--- src/rtl/core/lcc_pkg.sv ---
// ----------------------------------------------------------------------------
// lcc_pkg
// Types and constants shared by the coordinate cache, its cells and checker.
// ----------------------------------------------------------------------------
package lcc_pkg;

  localparam int unsigned CoordW  = 16;
  localparam int unsigned HandleW = 16;
  localparam int unsigned CfgW    = 7;
  localparam int unsigned OccW    = 7;

  localparam logic [CfgW-1:0] CfgReset = 7'd64;

  typedef enum logic [1:0] {
    OP_LOOKUP = 2'd0,
    OP_INSERT = 2'd1,
    OP_REMOVE = 2'd2,
    OP_RSVD   = 2'd3
  } op_e;

  // What every cell of the row does with the current beat.
  typedef enum logic [1:0] {
    ACT_HOLD    = 2'd0,
    ACT_PROMOTE = 2'd1,
    ACT_PUSH    = 2'd2,
    ACT_PULL    = 2'd3
  } act_e;

  typedef struct packed {
    act_e act;
    logic evict;
  } cell_ctl_t;

  typedef struct packed {
    op_e                      op;
    logic signed [CoordW-1:0] coord_x;
    logic signed [CoordW-1:0] coord_z;
    logic [HandleW-1:0]       entry_data;
  } req_t;

  typedef struct packed {
    logic                     hit;
    logic [HandleW-1:0]       data_out;
    logic                     evicted;
    logic signed [CoordW-1:0] evicted_x;
    logic signed [CoordW-1:0] evicted_z;
    logic [OccW-1:0]          occupancy;
  } rsp_t;

endpackage

--- src/rtl/core/lcc_cell.sv ---
// ----------------------------------------------------------------------------
// lcc_cell
// One entry of the recency-ordered row: compares its key, forwards the
// search results along the row and shifts entries to or from its neighbors.
// ----------------------------------------------------------------------------
module lcc_cell #(
  parameter int unsigned KeyW  = 16,
  parameter int unsigned DataW = 16
) (
  input  logic              clk_i,
  input  logic              rst_ni,
  input  lcc_pkg::cell_ctl_t ctl_i,
  input  logic [KeyW-1:0]   key_x_i,
  input  logic [KeyW-1:0]   key_z_i,
  input  logic [KeyW-1:0]   prev_x_i,
  input  logic [KeyW-1:0]   prev_z_i,
  input  logic [DataW-1:0]  prev_data_i,
  input  logic              prev_valid_i,
  input  logic [KeyW-1:0]   next_x_i,
  input  logic [KeyW-1:0]   next_z_i,
  input  logic [DataW-1:0]  next_data_i,
  input  logic              next_valid_i,
  input  logic              hb_i,
  output logic              hb_o,
  input  logic              ha_i,
  output logic              ha_o,
  input  logic [DataW-1:0]  sel_data_i,
  output logic [DataW-1:0]  sel_data_o,
  input  logic [KeyW-1:0]   ev_x_i,
  output logic [KeyW-1:0]   ev_x_o,
  input  logic [KeyW-1:0]   ev_z_i,
  output logic [KeyW-1:0]   ev_z_o,
  output logic [KeyW-1:0]   key_x_o,
  output logic [KeyW-1:0]   key_z_o,
  output logic [DataW-1:0]  data_o,
  output logic              valid_o
);
  import lcc_pkg::*;

  logic [KeyW-1:0]  key_x_q, key_x_d;
  logic [KeyW-1:0]  key_z_q, key_z_d;
  logic [DataW-1:0] data_q, data_d;
  logic             valid_q, valid_d;
  logic             match;
  logic             last;

  assign match = valid_q && (key_x_q == key_x_i) && (key_z_q == key_z_i);
  // Tail of the occupied run: next cell is empty.
  assign last  = valid_q && !next_valid_i;

  assign hb_o       = hb_i | match;
  assign ha_o       = ha_i | match;
  assign sel_data_o = sel_data_i | (match ? data_q : '0);
  assign ev_x_o     = ev_x_i | (last ? key_x_q : '0);
  assign ev_z_o     = ev_z_i | (last ? key_z_q : '0);

  always_comb begin
    key_x_d = key_x_q;
    key_z_d = key_z_q;
    data_d  = data_q;
    valid_d = valid_q;
    unique case (ctl_i.act)
      ACT_HOLD: begin
      end
      ACT_PROMOTE: begin
        // Cells up to the hit slide back by one.
        if (ha_o) begin
          key_x_d = prev_x_i;
          key_z_d = prev_z_i;
          data_d  = prev_data_i;
        end
      end
      ACT_PUSH: begin
        key_x_d = prev_x_i;
        key_z_d = prev_z_i;
        data_d  = prev_data_i;
        // On eviction the old tail does not move past its slot.
        valid_d = prev_valid_i && (valid_q || !ctl_i.evict);
      end
      ACT_PULL: begin
        // Close the gap left by the removed entry.
        if (hb_o) begin
          key_x_d = next_x_i;
          key_z_d = next_z_i;
          data_d  = next_data_i;
          valid_d = next_valid_i;
        end
      end
      default: begin
      end
    endcase
  end

  always_ff @(posedge clk_i or negedge rst_ni) begin
    if (!rst_ni) begin
      valid_q <= 1'b0;
    end else begin
      valid_q <= valid_d;
    end
  end

  always_ff @(posedge clk_i) begin
    key_x_q <= key_x_d;
    key_z_q <= key_z_d;
    data_q  <= data_d;
  end

  assign key_x_o = key_x_q;
  assign key_z_o = key_z_q;
  assign data_o  = data_q;
  assign valid_o = valid_q;

endmodule

--- config.mk ---
export PLATFORM = sky130hd
export DESIGN_NAME = lcc_cell
export DESIGN_NICKNAME = d
export VERILOG_FILES = /design/src/rtl/core/lcc_pkg.sv /design/src/rtl/core/lcc_cell.sv
export SDC_FILE = /design/constraint.sdc
export NUM_CORES = 1
export LEC_CHECK = 0
export ABC_AREA = 0
export BUFFER_PORTS_ARGS = -buffer_cell sky130_fd_sc_hd__buf_2
export CORE_AREA = 2 2 110 112
export CTS_CLUSTER_DIAMETER = 100
export DETAILED_ROUTE_END_ITERATION = 6
export DIE_AREA = 0 0 112 114
export PLACE_DENSITY = 0.62
export SYNTH_ARGS = -nofsm -noshare
export SYNTH_HDL_FRONTEND = slang
export SYNTH_SLANG_ARGS = --single-unit
export TNS_END_PERCENT = 10
--- constraint.sdc ---
create_clock -name clk_i -period 4.7 [get_ports clk_i]
set_clock_uncertainty 0.1 [all_clocks]
set_input_delay 0.235 -clock clk_i [delete_from_list [all_inputs] [get_ports clk_i]]
set_output_delay 0.235 -clock clk_i [all_outputs]
set_load 0.03 [all_outputs]
* Word-level counts from Yosys, hierarchy flattened
Index checks and enable logic that the tools add are counted.
Operators by class: eq/ne operators 7, mux-type cells 14, bitwise operators 5, reductions and logical operators 11
Operators by type and width (count):
- two-way mux 16 bit | 9
- one-hot mux 16 bit (3 select lines) | 3
- OR 16 bit | 3
- equality test 16 bit | 2
- equality test 2 bit (second input constant) | 2
- logical AND 1 bit | 4
- inequality test 2 bit (second input constant) | 2
- AND reduction 3 bit | 1
- nonzero test 3 bit | 1
- equality test 2 x 1 -> 1 bit (second input constant) | 1
- zero test 1 bit | 2
- OR 1 bit | 2
- one-hot mux 1 bit (2 select lines) | 1
- AND reduction 2 bit | 1
- nonzero test 2 bit | 1
- logical OR 1 bit | 1
- two-way mux 1 bit | 1
Word-level totals: bits in registers 49, bits of input ports 185, output and inout port bits 99, logic and storage cells 41

* Logic depth before layout (Yosys ltp)
Gate-level depths: netlist of run 1.
depth in word-level cells 6, depth in mapped cells 6, depth with buffers taken out 5

* Worst setup path after synthesis of run 1
Ideal clock, no wire load.
kind input to register, from in ctl_i[1] (netlist name), to reg data_q[0] (netlist: data_o[0]) (enable), library setup time 0.467 ns, arrival 3.321 ns, required time 4.133 ns, path slack 0.812 ns, stages 5, buffers on the path 2, cell sequence nand2_1 > clkbuf_1 > buf_2 > nor2_1 > o2bb2ai_1
On the way: cells in the longest elaborated chain, start to end 3, elaborated cells between the ends (all ways) 7, classes of those cells 5 x eq/ne; 2 x reduce/logical
RTL lines:
- start: declaration | line lcc_cell.sv:12 | input lcc_pkg::cell_ctl_t ctl_i,
- equality test 2 x 1 -> 1 bit / equality test 2 bit (equally long branches) | line lcc_cell.sv:62 | unique case (ctl_i.act)
- inequality test 2 bit (no line) / nonzero test 3 bit (equally long branches)
- AND reduction 3 bit (no line) *
- end signal: assignment | line lcc_cell.sv:105 | data_q <= data_d;
- end: declaration | line lcc_cell.sv:42 | logic [DataW-1:0] data_q, data_d;
Mark *: on every way between the ends. The rest lies on a longest branch, timed or not. A chain may end at the register's enable or synchronous reset.

* Worst setup path after layout of run 1
from reg key_x_q[11] (netlist: key_x_o[11]), to out sel_data_o[8]
On the way: cells in the longest elaborated chain, start to end 5
RTL lines:
- start: declaration | line lcc_cell.sv:40 | logic [KeyW-1:0] key_x_q, key_x_d;
- start signal: assignment | line lcc_cell.sv:103 | key_x_q <= key_x_d;
- equality test 16 bit | line lcc_cell.sv:47 | assign match = valid_q && (key_x_q == key_x_i) && (key_z_q == key_z_i);
- logical AND 1 bit (2 in a row) | line lcc_cell.sv:47
- two-way mux 16 bit | line lcc_cell.sv:53 | assign sel_data_o = sel_data_i | (match ? data_q : '0);
- OR 16 bit | line lcc_cell.sv:53
- end: declaration | line lcc_cell.sv:28 | output logic [DataW-1:0] sel_data_o,
No other way between the ends.

==> metrics.txt, run 1 <==
Post-Syn Area per Cell roughly 13 um2; Skew-Pair Late Insertion Delay between 200 and 300 ps; TritonRoute pass-1 iters 4; DRT Wirelength about 10000 um; DR vias 2882; global route hottest layer met2; synth top area cells edfxtp_1 (50%), mux2_2 (19%), a21o_1 (13%); cell count after synthesis 216; Final WS setup approximately 1900 ps; Final setup viols 0; Main synth FF type edfxtp_1; FFs w/ async S/R, synth 0.0204; synthesized area between 2000 and 3000 um2; Critical Path End Type output port; die span in y around 110 um; core area around 12000 um2; antenna violations before repair 1; worst slack, placed 1720 ps; Crit Reg-Reg Startpoint key_x_o[11]$_DFFE_PP_; Max-slew headroom 0.490; most instantiated cells after synthesis a21o_1 (48), edfxtp_1 (48), mux2_2 (48), xor2_1 (30), clkbuf_1 (8); Initial Util 0.245; Reg clk slew, reported paths around 70 ps; CTS tree done; placed wire-length estimate around 8400 um; post-synth cell types 25; setup bufs post-CTS 0; GRT met1 Usage 0.166; startpoint types flop; R2R Path End key_z_o[6]$_DFFE_PP_; Post-CTS Hold Fix Bufs 1; Clock Path Buffers 2; critical path required time roughly 4400 ps; Final Hold Violating Endpoints 0; die area between 10000 and 15000 um2; fmax 354 MHz; Crit Path Class flop to output port; M3 GR Usage 0.0377; post-route DRC violation count 0; Max VDD drop 0.136 mV; hold path start ctl_i[2]; path depth of the worst reg2reg path 6; status completed; area share of the largest cell type after synthesis 0.502; Crit Path Max Fanout 19; # nets final 685; per-cell routed wire length 15.9 um; met2 usage in global routing 0.290; Seq/Total Area, Yosys 0.511; period utilization 0.601; Setup TNS 0 ps; leakage power 2.40 nW; GRT Residual Overflow 0; post-cts gate resize count 0; power per cell area between 300 and 400 nW/um2; leading area contributor after synthesis edfxtp_1; EDFF count, synth 48; clk sinks between 40 and 50; die width between 100 and 150 um; maxcap violations 0; Yosys warning count 0; CTS Buf Count 5; Tmin final 2820 ps; Rows 40; flops & latches, synth between 40 and 50; syn nets approximately 400; hold path depth 2; Slew Viols, Final 0; Worst Tran Pin Value 764 ps; RSZ-0062 raised after global routing false; vias in the first global route 2797; vias per cell ~4.4; post-route ant nets 0; gpl congestion between 0.7 and 0.8; Buffers on Ports between 200 and 300; Worst Path Arrival 2490 ps; initial DRC count 80; R2R Setup Slk roughly 1900 ps; CTS H-tree depth 2; GRT Overall Usage 0.151; first-pass GRT wire length about 15000 um; Tightest Hold Check Type primary input to flop; root cell of the clock tree clkbuf_16; area delta synth->final 61.5%; largest net degree at the start of global routing 50; layout cells sized above 1 0.689; ANT cells 0; FILL cells 1173; # IOs between 200 and 300; hold path endpoint valid_o$_DFFE_PN0P_
==> layout make-up <==
cell class                 count  area, um2  area share
multi-input combinational    155       1390       0.299
clock buffer                   8        136      0.0294
timing repair buffer         288       1460       0.314
sequential                    49       1470       0.316
inverter                       1       3.75    0.000810
tap                          147        184      0.0397
==> placed cells by master, fill, tap and decap left out, types with 3 or more instances in the layout <==
master,Yosys,routed
edfxtp_1,48,48
mux2_2,48,48
xor2_1,30,30
clkbuf_16,0,5
nor4_1,6,6
clkbuf_1,8,3
nand2b_1,3,3
buf_4,0,4
a21o_1,48,48
buf_2,3,283
nand2_1,4,3
==> per-layer routing <==
metal | up-vias | share of wire | wire [um]
met5 | - | 0.0017 | 17
met4 | 2 | 0.011 | 112
met3 | 7 | 0.085 | 872
met2 | 172 | 0.53 | 5480
met1 | 1318 | 0.37 | 3820
li1 | 1383 | - | -
==> worst max-delay path, cell delays in order, from the launching register on <==
cell       delay, ps
edfxtp_1         410
xor2_1           200
a2111oi_2        320
nand4_1          210
nor4_4           380
buf_4            320
a21o_1           160
buf_2            190
==> sequential cells by signal (all words and copies together) (netlist names) <==
name / count
key_z_o: 16
key_x_o: 16
data_o: 16
valid_o: 1
==> how the worst max path moves through the flow <==
stage                               start                     to
floorplan                        ctl_i[1]    data_o[0]$_DFFE_PP_
global placement     key_x_o[6]$_DFFE_PP_   data_o[15]$_DFFE_PP_
detailed placement  key_z_o[12]$_DFFE_PP_    data_o[6]$_DFFE_PP_
CTS                 key_z_o[12]$_DFFE_PP_  key_x_o[15]$_DFFE_PP_
global route        key_z_o[12]$_DFFE_PP_  key_z_o[15]$_DFFE_PP_
finish              key_x_o[11]$_DFFE_PP_          sel_data_o[8]
==> through the flow <==
step / hold WS (ps) / instance area, um2 / instances / power (W) / utilization
after floorplan: -161 / 2870 / 216 / 0.000896 / -
after global placement: -86.1 / 4490 / 639 / 0.00110 / 0.383
after detailed placement: -84.1 / 4490 / 639 / 0.00110 / 0.383
after CTS: 135 / 4630 / 648 / 0.00145 / 0.396
after global routing: 132 / 4630 / 648 / 0.00150 / 0.396
final: 139 / 4630 / 648 / 0.00143 / 0.396
==> power by group <==
| group | switching (W) | internal, W |
|---|---|---|
| logic | 0.000304 | 0.000187 |
| registers | 0.0000465 | 0.000548 |
| clock network | 0.000149 | 0.000198 |
| total | 0.000499 | 0.000933 |
==> cells by family after synthesis <==
logic type                synth area share
AOI/OAI and AO/OA                    0.144
xor gates and xnor gates            0.0946
muxes                                0.188
and+or+nand+nor                     0.0453
buffers and inverters               0.0170
DFF                                  0.511
No activity file was read; power rests on OpenSTA's default activity.
==> run 2: changes to the inputs <==
==> constraint.sdc (replaced) <==
create_clock -name clk_i -period 2.7 [get_ports clk_i]
set_clock_uncertainty 0.1 [all_clocks]
set_input_delay 0.135 -clock clk_i [delete_from_list [all_inputs] [get_ports clk_i]]
set_output_delay 0.135 -clock clk_i [all_outputs]
set_load 0.03 [all_outputs]
==> run 2 against run 1 <==
Net effect: clock power increased by 70%; clock-buffer cell count decreased by 3; die area unchanged; power increased by 77%; register-to-register slack got worse by 1700 ps; global-route usage about the same; sequential share of layout area decreased by 1.7 points; final cell count increased by 2.8%; critical path depth increased by 1; setup slack got worse by 1700 ps; critical path type unchanged; highest routed layer is now met4.
==> metrics.txt, run 2 (synthesis gave the netlist of run 1 again) <==
Crit Path Class flop to output port; root cell of the clock tree clkbuf_16; Max stage delay on crit path 440 ps (+30 ps); Slowest cell on crit path edfxtp_1; core area 11700 um2 (unchanged); most frequent cells in the layout buf_2 (278), mux2_2 (48), a21o_1 (48), edfxtp_1 (48), xor2_1 (29); layout cells sized above 1 0.711 (+0.0224); GRT Residual Overflow 0 (unchanged); vias in the first global route 2940 (+5.1%); Crit Path Max Fanout 10 (-9); status completed; DR vias 2970 (+3.1%); CTS tree done; Final Core Density 0.418 (+0.0228); Buffers on Ports 283 (unchanged); period utilization 0.936; initial DRC count 71 (-11%); die width 112 um (unchanged); Worst Path Arrival 2290 ps (-200 ps); Tot Pwr 0.00254 W (+77%); Buf/Inv on CP 3 (+1); Final setup viols 0 (unchanged); post-route cell area 4900 um2 (+5.8%); Tightest Hold Check Type primary input to flop; CTS Buf Count 5 (unchanged); # IOs 284 (unchanged); first-pass GRT wire length 15000 um (+3.6%); placed wire-length estimate 8450 um (+0.93%); post-route ant nets 0 (unchanged); post-route DRC violation count 0 (unchanged); area delta synth->final 70.7%; power per cell area 518 nW/um2 (+68%); top cell family by delay on the critical path simple AND/OR/NAND/NOR gates; Initial Util 0.245 (unchanged); maxcap violations 0 (unchanged); Max-slew headroom 0.707 (+0.218); Slew Viols, Final 0 (unchanged); antenna violations before repair 1 (unchanged); die span in y 114 um (unchanged); Cell Chain, Critical Path xor2_1 > nor4_1 > nand3_2 > nor4_4 > buf_6 > buf_12 > a21o_1 > buf_2; Rows 40 (unchanged); GRT Overall Usage 0.151 (-0.000185); vias per cell 4.46 (+0.27%); ANT cells 0 (unchanged); placed cell area 4540 um2 (+1.2%); Clock Path Buffers 2 (unchanged); Final Hold Violating Endpoints 0 (unchanged); Hold WS 27.8 ps (-111 ps); largest net degree at the start of global routing 33 (-34%); # nets final 703 (+2.6%); Max VDD drop 0.239 mV (+76%); die area 12800 um2 (unchanged); Skew-Pair Late Insertion Delay 280 ps (about the same); gpl congestion 0.803 (+6.3%); Critical Path End Type output port; per-cell routed wire length 15.7 um (-1.3%); fmax approximately 400 MHz; TritonRoute pass-1 iters 4 (unchanged); critical path required time 2470 ps (-1900 ps); Reg clk slew, reported paths 70 ps (about the same); clk sinks 49 (unchanged); CTS H-tree depth 2 (unchanged); most common cell after layout, fill and taps aside buf_2; DRT Wirelength 10400 um (+1.5%); Tmin final 2530 ps; Worst Tran Pin Value 437 ps (-327 ps); RSZ-0062 raised after global routing false; leakage power 2.52 nW (+5.1%); startpoint types flop
run 2: cell count changes in the layout (fill, tap and decap cells not counted), sizes merged:
| cell | delta |
|---|---|
| buf | +13 |
| clkbuf | +1 |
| clkinv | +3 |
| o2bb2ai | +1 |
run 2: area by class of cell:
type / count / area, um2
Clock inverter: 3 / 12.5
Sequential cell: 49 / 1470
Inverter: 1 / 3.75
Tap cell: 147 / 184
Multi-Input combinational cell: 156 / 1440
Clock buffer: 5 / 125
Timing Repair Buffer: 305 / 1670
Fill cell: 1167 / 6810
run 2: per-layer routing:
metal	routed length [um]	part of all wire	global-route usage	vias up
li1	-	-	-	1421
met1	3760	0.36	0.167	1364
met2	5740	0.55	0.301	179
met3	875	0.084	0.0303	6
met4	71	0.0068	0.0268	0
met5	0	0	0	-
run 2: worst paths after layout:
check | startpoint | endpoint | slack, ps | cells past startpoint
max reg2reg | key_z_o[8]$_DFFE_PP_ | key_x_o[9]$_DFFE_PP_ | 180 | 8
min | ctl_i[2] | valid_o$_DFFE_PN0P_ | 30 | 2
min in group asynchronous | rst_ni | valid_o$_DFFE_PN0P_ | 60 | 2
min reg2reg | valid_o$_DFFE_PN0P_ | valid_o$_DFFE_PN0P_ | 760 | 4
max | key_z_o[8]$_DFFE_PP_ | sel_data_o[13] | 170 | 8
max in group asynchronous | rst_ni | valid_o$_DFFE_PN0P_ | 2350 | 2
run 2: worst register-to-register path, stage by stage (launching register included):
cell       delay, ps
edfxtp_1         440
xor2_1           190
nor4_1           370
nand3_2          170
nor4_4           250
buf_6            160
buf_4            140
o2bb2ai_4        200
buf_12           200
run 2: where the power goes:
group / total [W] / switching, W / internal (W)
Clock: 0.000591 / 0.000255 / 0.000335
Sequential: 0.00103 / 0.0000808 / 0.000953
Combinational: 0.000916 / 0.000551 / 0.000365
Total: 0.00254 / 0.000887 / 0.00165
run 2: repair_timing:
action                                 in CTS  in global routing
hold buffers                                1                  0
setup buffers                               3                  7
pin swaps                                   4                  6
setup endpoints to repair                  41                 59
resized for setup                           4                 17
gates cloned                                1                  3
endpoints found under the hold margin       1                  0
run 2: stage by stage:
| stage | setup slack [ps] | setup TNS [ps] | cells |
|---|---|---|---|
| global placement | -25.5 | -545 | 643 |
| floorplan | 21.8 | 0 | 216 |
| finish | 174 | 0 | 666 |
| global route | 29.5 | 0 | 666 |
| CTS | 19.6 | 0 | 656 |
| detailed placement | -3.01 | -3.01 | 643 |
==> run 3: changes to the inputs <==
--- a/config.mk
+++ b/config.mk
@@ -6,12 +6,12 @@
 export NUM_CORES = 1
 export LEC_CHECK = 0
 export ABC_AREA = 0
-export BUFFER_PORTS_ARGS = -buffer_cell sky130_fd_sc_hd__buf_2
-export CORE_AREA = 2 2 110 112
+export CORE_AREA = 2 2 111 113
 export CTS_CLUSTER_DIAMETER = 100
 export DETAILED_ROUTE_END_ITERATION = 6
-export DIE_AREA = 0 0 112 114
-export PLACE_DENSITY = 0.62
+export DIE_AREA = 0 0 113 115
+export DONT_BUFFER_PORTS = 1
+export PLACE_DENSITY = 0.41
 export SYNTH_ARGS = -nofsm -noshare
 export SYNTH_HDL_FRONTEND = slang
 export SYNTH_SLANG_ARGS = --single-unit
==> constraint.sdc (replaced) <==
create_clock -name clk_i -period 3.05 [get_ports clk_i]
set_clock_uncertainty 0.1 [all_clocks]
set_input_delay 0.1525 -clock clk_i [delete_from_list [all_inputs] [get_ports clk_i]]
set_output_delay 0.1525 -clock clk_i [all_outputs]
set_load 0.03 [all_outputs]
==> run 3 against run 2 <==
Net effect: the flow now finishes with violations (design-rule violations); global-route usage down 1.6 points; sequential share of layout area up 5.0 points; via count shrank 25%; clock-buffer cell count rose by 3; clock power shrank 9.0%; critical path depth fell by 2.
==> metrics.txt, run 3 (synthesis gave the netlist of run 1 again) <==
Sw Share 0.347 (-0.00215); post-route DRC violation count 20 (+20); failing checks design-rule violations; Final Hold Violating Endpoints 0 (unchanged); Cell Chain, Critical Path xor2_1 > nor4_2 > nand2_1 > nor4_4 > buf_4 > a21o_1; Clock power frac 0.254 (+0.022); Critical Path End Type output port; Setup TNS 0 ps (unchanged); CTS H-tree depth 2 (unchanged); GRT Overall Usage 0.135 (-0.0165); Reg power frac 0.515 (+0.108); Hold WS 4.50 ps (-23.3 ps); period utilization 0.945; Initial Util 0.243 (-0.00208); Worst Path Arrival 2630 ps (+340 ps); leakage power 1.71 nW (-32%); Crit Path Max Fanout 15 (+5); antenna violations before repair 0 (-1); die span in y 115 um (+0.88%); hold path endpoint key_z_o[0]$_DFFE_PP_; RSZ-0062 raised after global routing false; area delta synth->final 46.3%; GRT Residual Overflow 0 (unchanged); vias in the first global route 2275 (-23%); placed wire-length estimate 7270 um (-14%); Buffers on Ports 0 (-100%); critical path required time 2800 ps (+330 ps); status finished with violations; most frequent cells in the layout dlygate4sd3_1 (86), mux2_2 (48), a21o_1 (48), edfxtp_1 (48), xor2_1 (30); maxcap violations 0 (unchanged); path depth of the worst reg2reg path 7 (-1); Skew-Pair Late Insertion Delay 280 ps (about the same); gpl congestion 0.755 (-6.1%); R2R Path End valid_o$_DFFE_PN0P_; Crit Reg-Reg Startpoint key_x_o[14]$_DFFE_PP_; die width 113 um (+0.89%); Rows 40 (unchanged); power per cell area 505 nW/um2 (-2.6%); die area 13000 um2 (+1.8%); vias per cell 4.85 (+8.8%); Slew Viols, Final 0 (unchanged); FILL cells 1143 (-2.1%); fmax 347 MHz; DRT Wirelength 9600 um (-8.1%); # nets final 496 (-29%); largest net degree at the start of global routing 32 (-3.0%); Comb power frac 0.231 (-0.130); post-route ant nets 0 (unchanged); first-pass GRT wire length 12900 um (-14%); hold path start next_z_i[0]; root cell of the clock tree clkbuf_16; initial DRC count 101 (+42%); Crit Path Class flop to output port; # IOs 284 (unchanged); most common cell after layout, fill and taps aside dlygate4sd3_1; Worst Tran Pin Value 430 ps (-7.54 ps); top cell family by delay on the critical path simple AND/OR/NAND/NOR gates; Tmin final 2880 ps; startpoint types flop; CTS Buf Count 5 (unchanged); Clock Path Buffers 2 (unchanged); internal power 0.00138 W (-16%); per-cell routed wire length 20.9 um (+33%); DR vias 2228 (-25%); hold path depth 1 (-1); Max VDD drop 0.213 mV (-11%); Reg clk slew, reported paths 60 ps (about the same); TritonRoute pass-1 iters 6 (+2); Max stage delay on crit path 560 ps (+120 ps); Tightest Hold Check Type primary input to flop; Slowest cell on crit path edfxtp_1; R2R Setup Slk 230 ps (+50 ps); core area 11800 um2 (+0.85%); Max-slew headroom 0.713 (+0.00601); CTS tree done; layout cells sized above 1 0.240 (-0.471); Final setup viols 0 (unchanged); Switch Pwr 0.000736 W (-17%); clk sinks 49 (unchanged); ANT cells 0 (unchanged); Buf/Inv on CP 1 (-2)
## run 3: cell count changes in the layout (fill, tap and decap cells not counted), sizes merged
cell / delta
buf: -287
clkbuf: -1
clkinv: -3
dlygate4sd3: +85
o2bb2ai: -1
## run 3: worst max-delay path by stage
stage	cells past startpoint	endpoint	from	slack [ps]
3_3_place_gp	6	sel_data_o[14]	key_z_o[6]$_DFFE_PP_	140
3_5_place_dp	6	sel_data_o[15]	key_z_o[6]$_DFFE_PP_	160
4_1_cts	7	sel_data_o[15]	key_x_o[9]$_DFFE_PP_	2
5_1_grt	7	ha_o	key_x_o[14]$_DFFE_PP_	5
2_1_floorplan	6	data_o[0]$_DFFE_PP_	key_x_o[11]$_DFFE_PP_	60
6_report	6	sel_data_o[15]	key_x_o[14]$_DFFE_PP_	170
## run 3: repair_timing
| item | 4_1_cts | 5_1_grt |
|---|---|---|
| hold buffers | 82 | 4 |
| pin swaps | 1 | 1 |
| setup buffers | 0 | 1 |
| resized for setup | 2 | 2 |
| cloned | 0 | 0 |
| hold endpoints to repair | 41 | 2 |
| endpoints found under the setup margin | 18 | 16 |
## run 3: layout make-up
cell class                      instances  area [um2]  area share
Sequential cell                        49        1470       0.349
Multi-Input combinational cell        155        1410       0.336
Timing Repair Buffer                   99         996       0.237
Tap cell                              147         184      0.0438
Clock buffer                            8         136      0.0325
Inverter                                1        3.75    0.000894
## run 3: metrics by stage
step                cells  instance area, um2  worst slack [ps]   util  power [W]
finish                459                4200               167  0.356    0.00212
global route          459                4200              4.85  0.356    0.00221
CTS                   454                4140              1.93  0.350    0.00215
detailed placement    364                3170               156  0.268    0.00149
global placement      364                3170               137  0.268    0.00149
floorplan             216                2880              59.8      -    0.00138
## run 3: power by group through the flow
stage	logic (W)	clock network (W)	registers [W]
5_1_grt	0.000523	0.000586	0.00110
3_3_place_gp	0.000380	0	0.00111
4_1_cts	0.000488	0.000568	0.00109
3_5_place_dp	0.000382	0	0.00111
6_report	0.000490	0.000538	0.00109
2_1_floorplan	0.000294	0	0.00109
## run 3: worst reg2reg max path, cell delays in order, from the launching register on
cell and delay [ps]:
edfxtp_1 560, xor2_1 240, nor4_2 380, nand2_1 190
nor4_4 370, buf_4 190, a41oi_1 100, dlygate4sd3_1 560
## run 3: routing by layer
metal,wire [um],GRT usage,up-vias
li1,-,-,1004
met3,810,0.0332,4
met4,59,0.0317,0
met2,5200,0.265,179
met5,0,0,-
met1,3530,0.144,1041
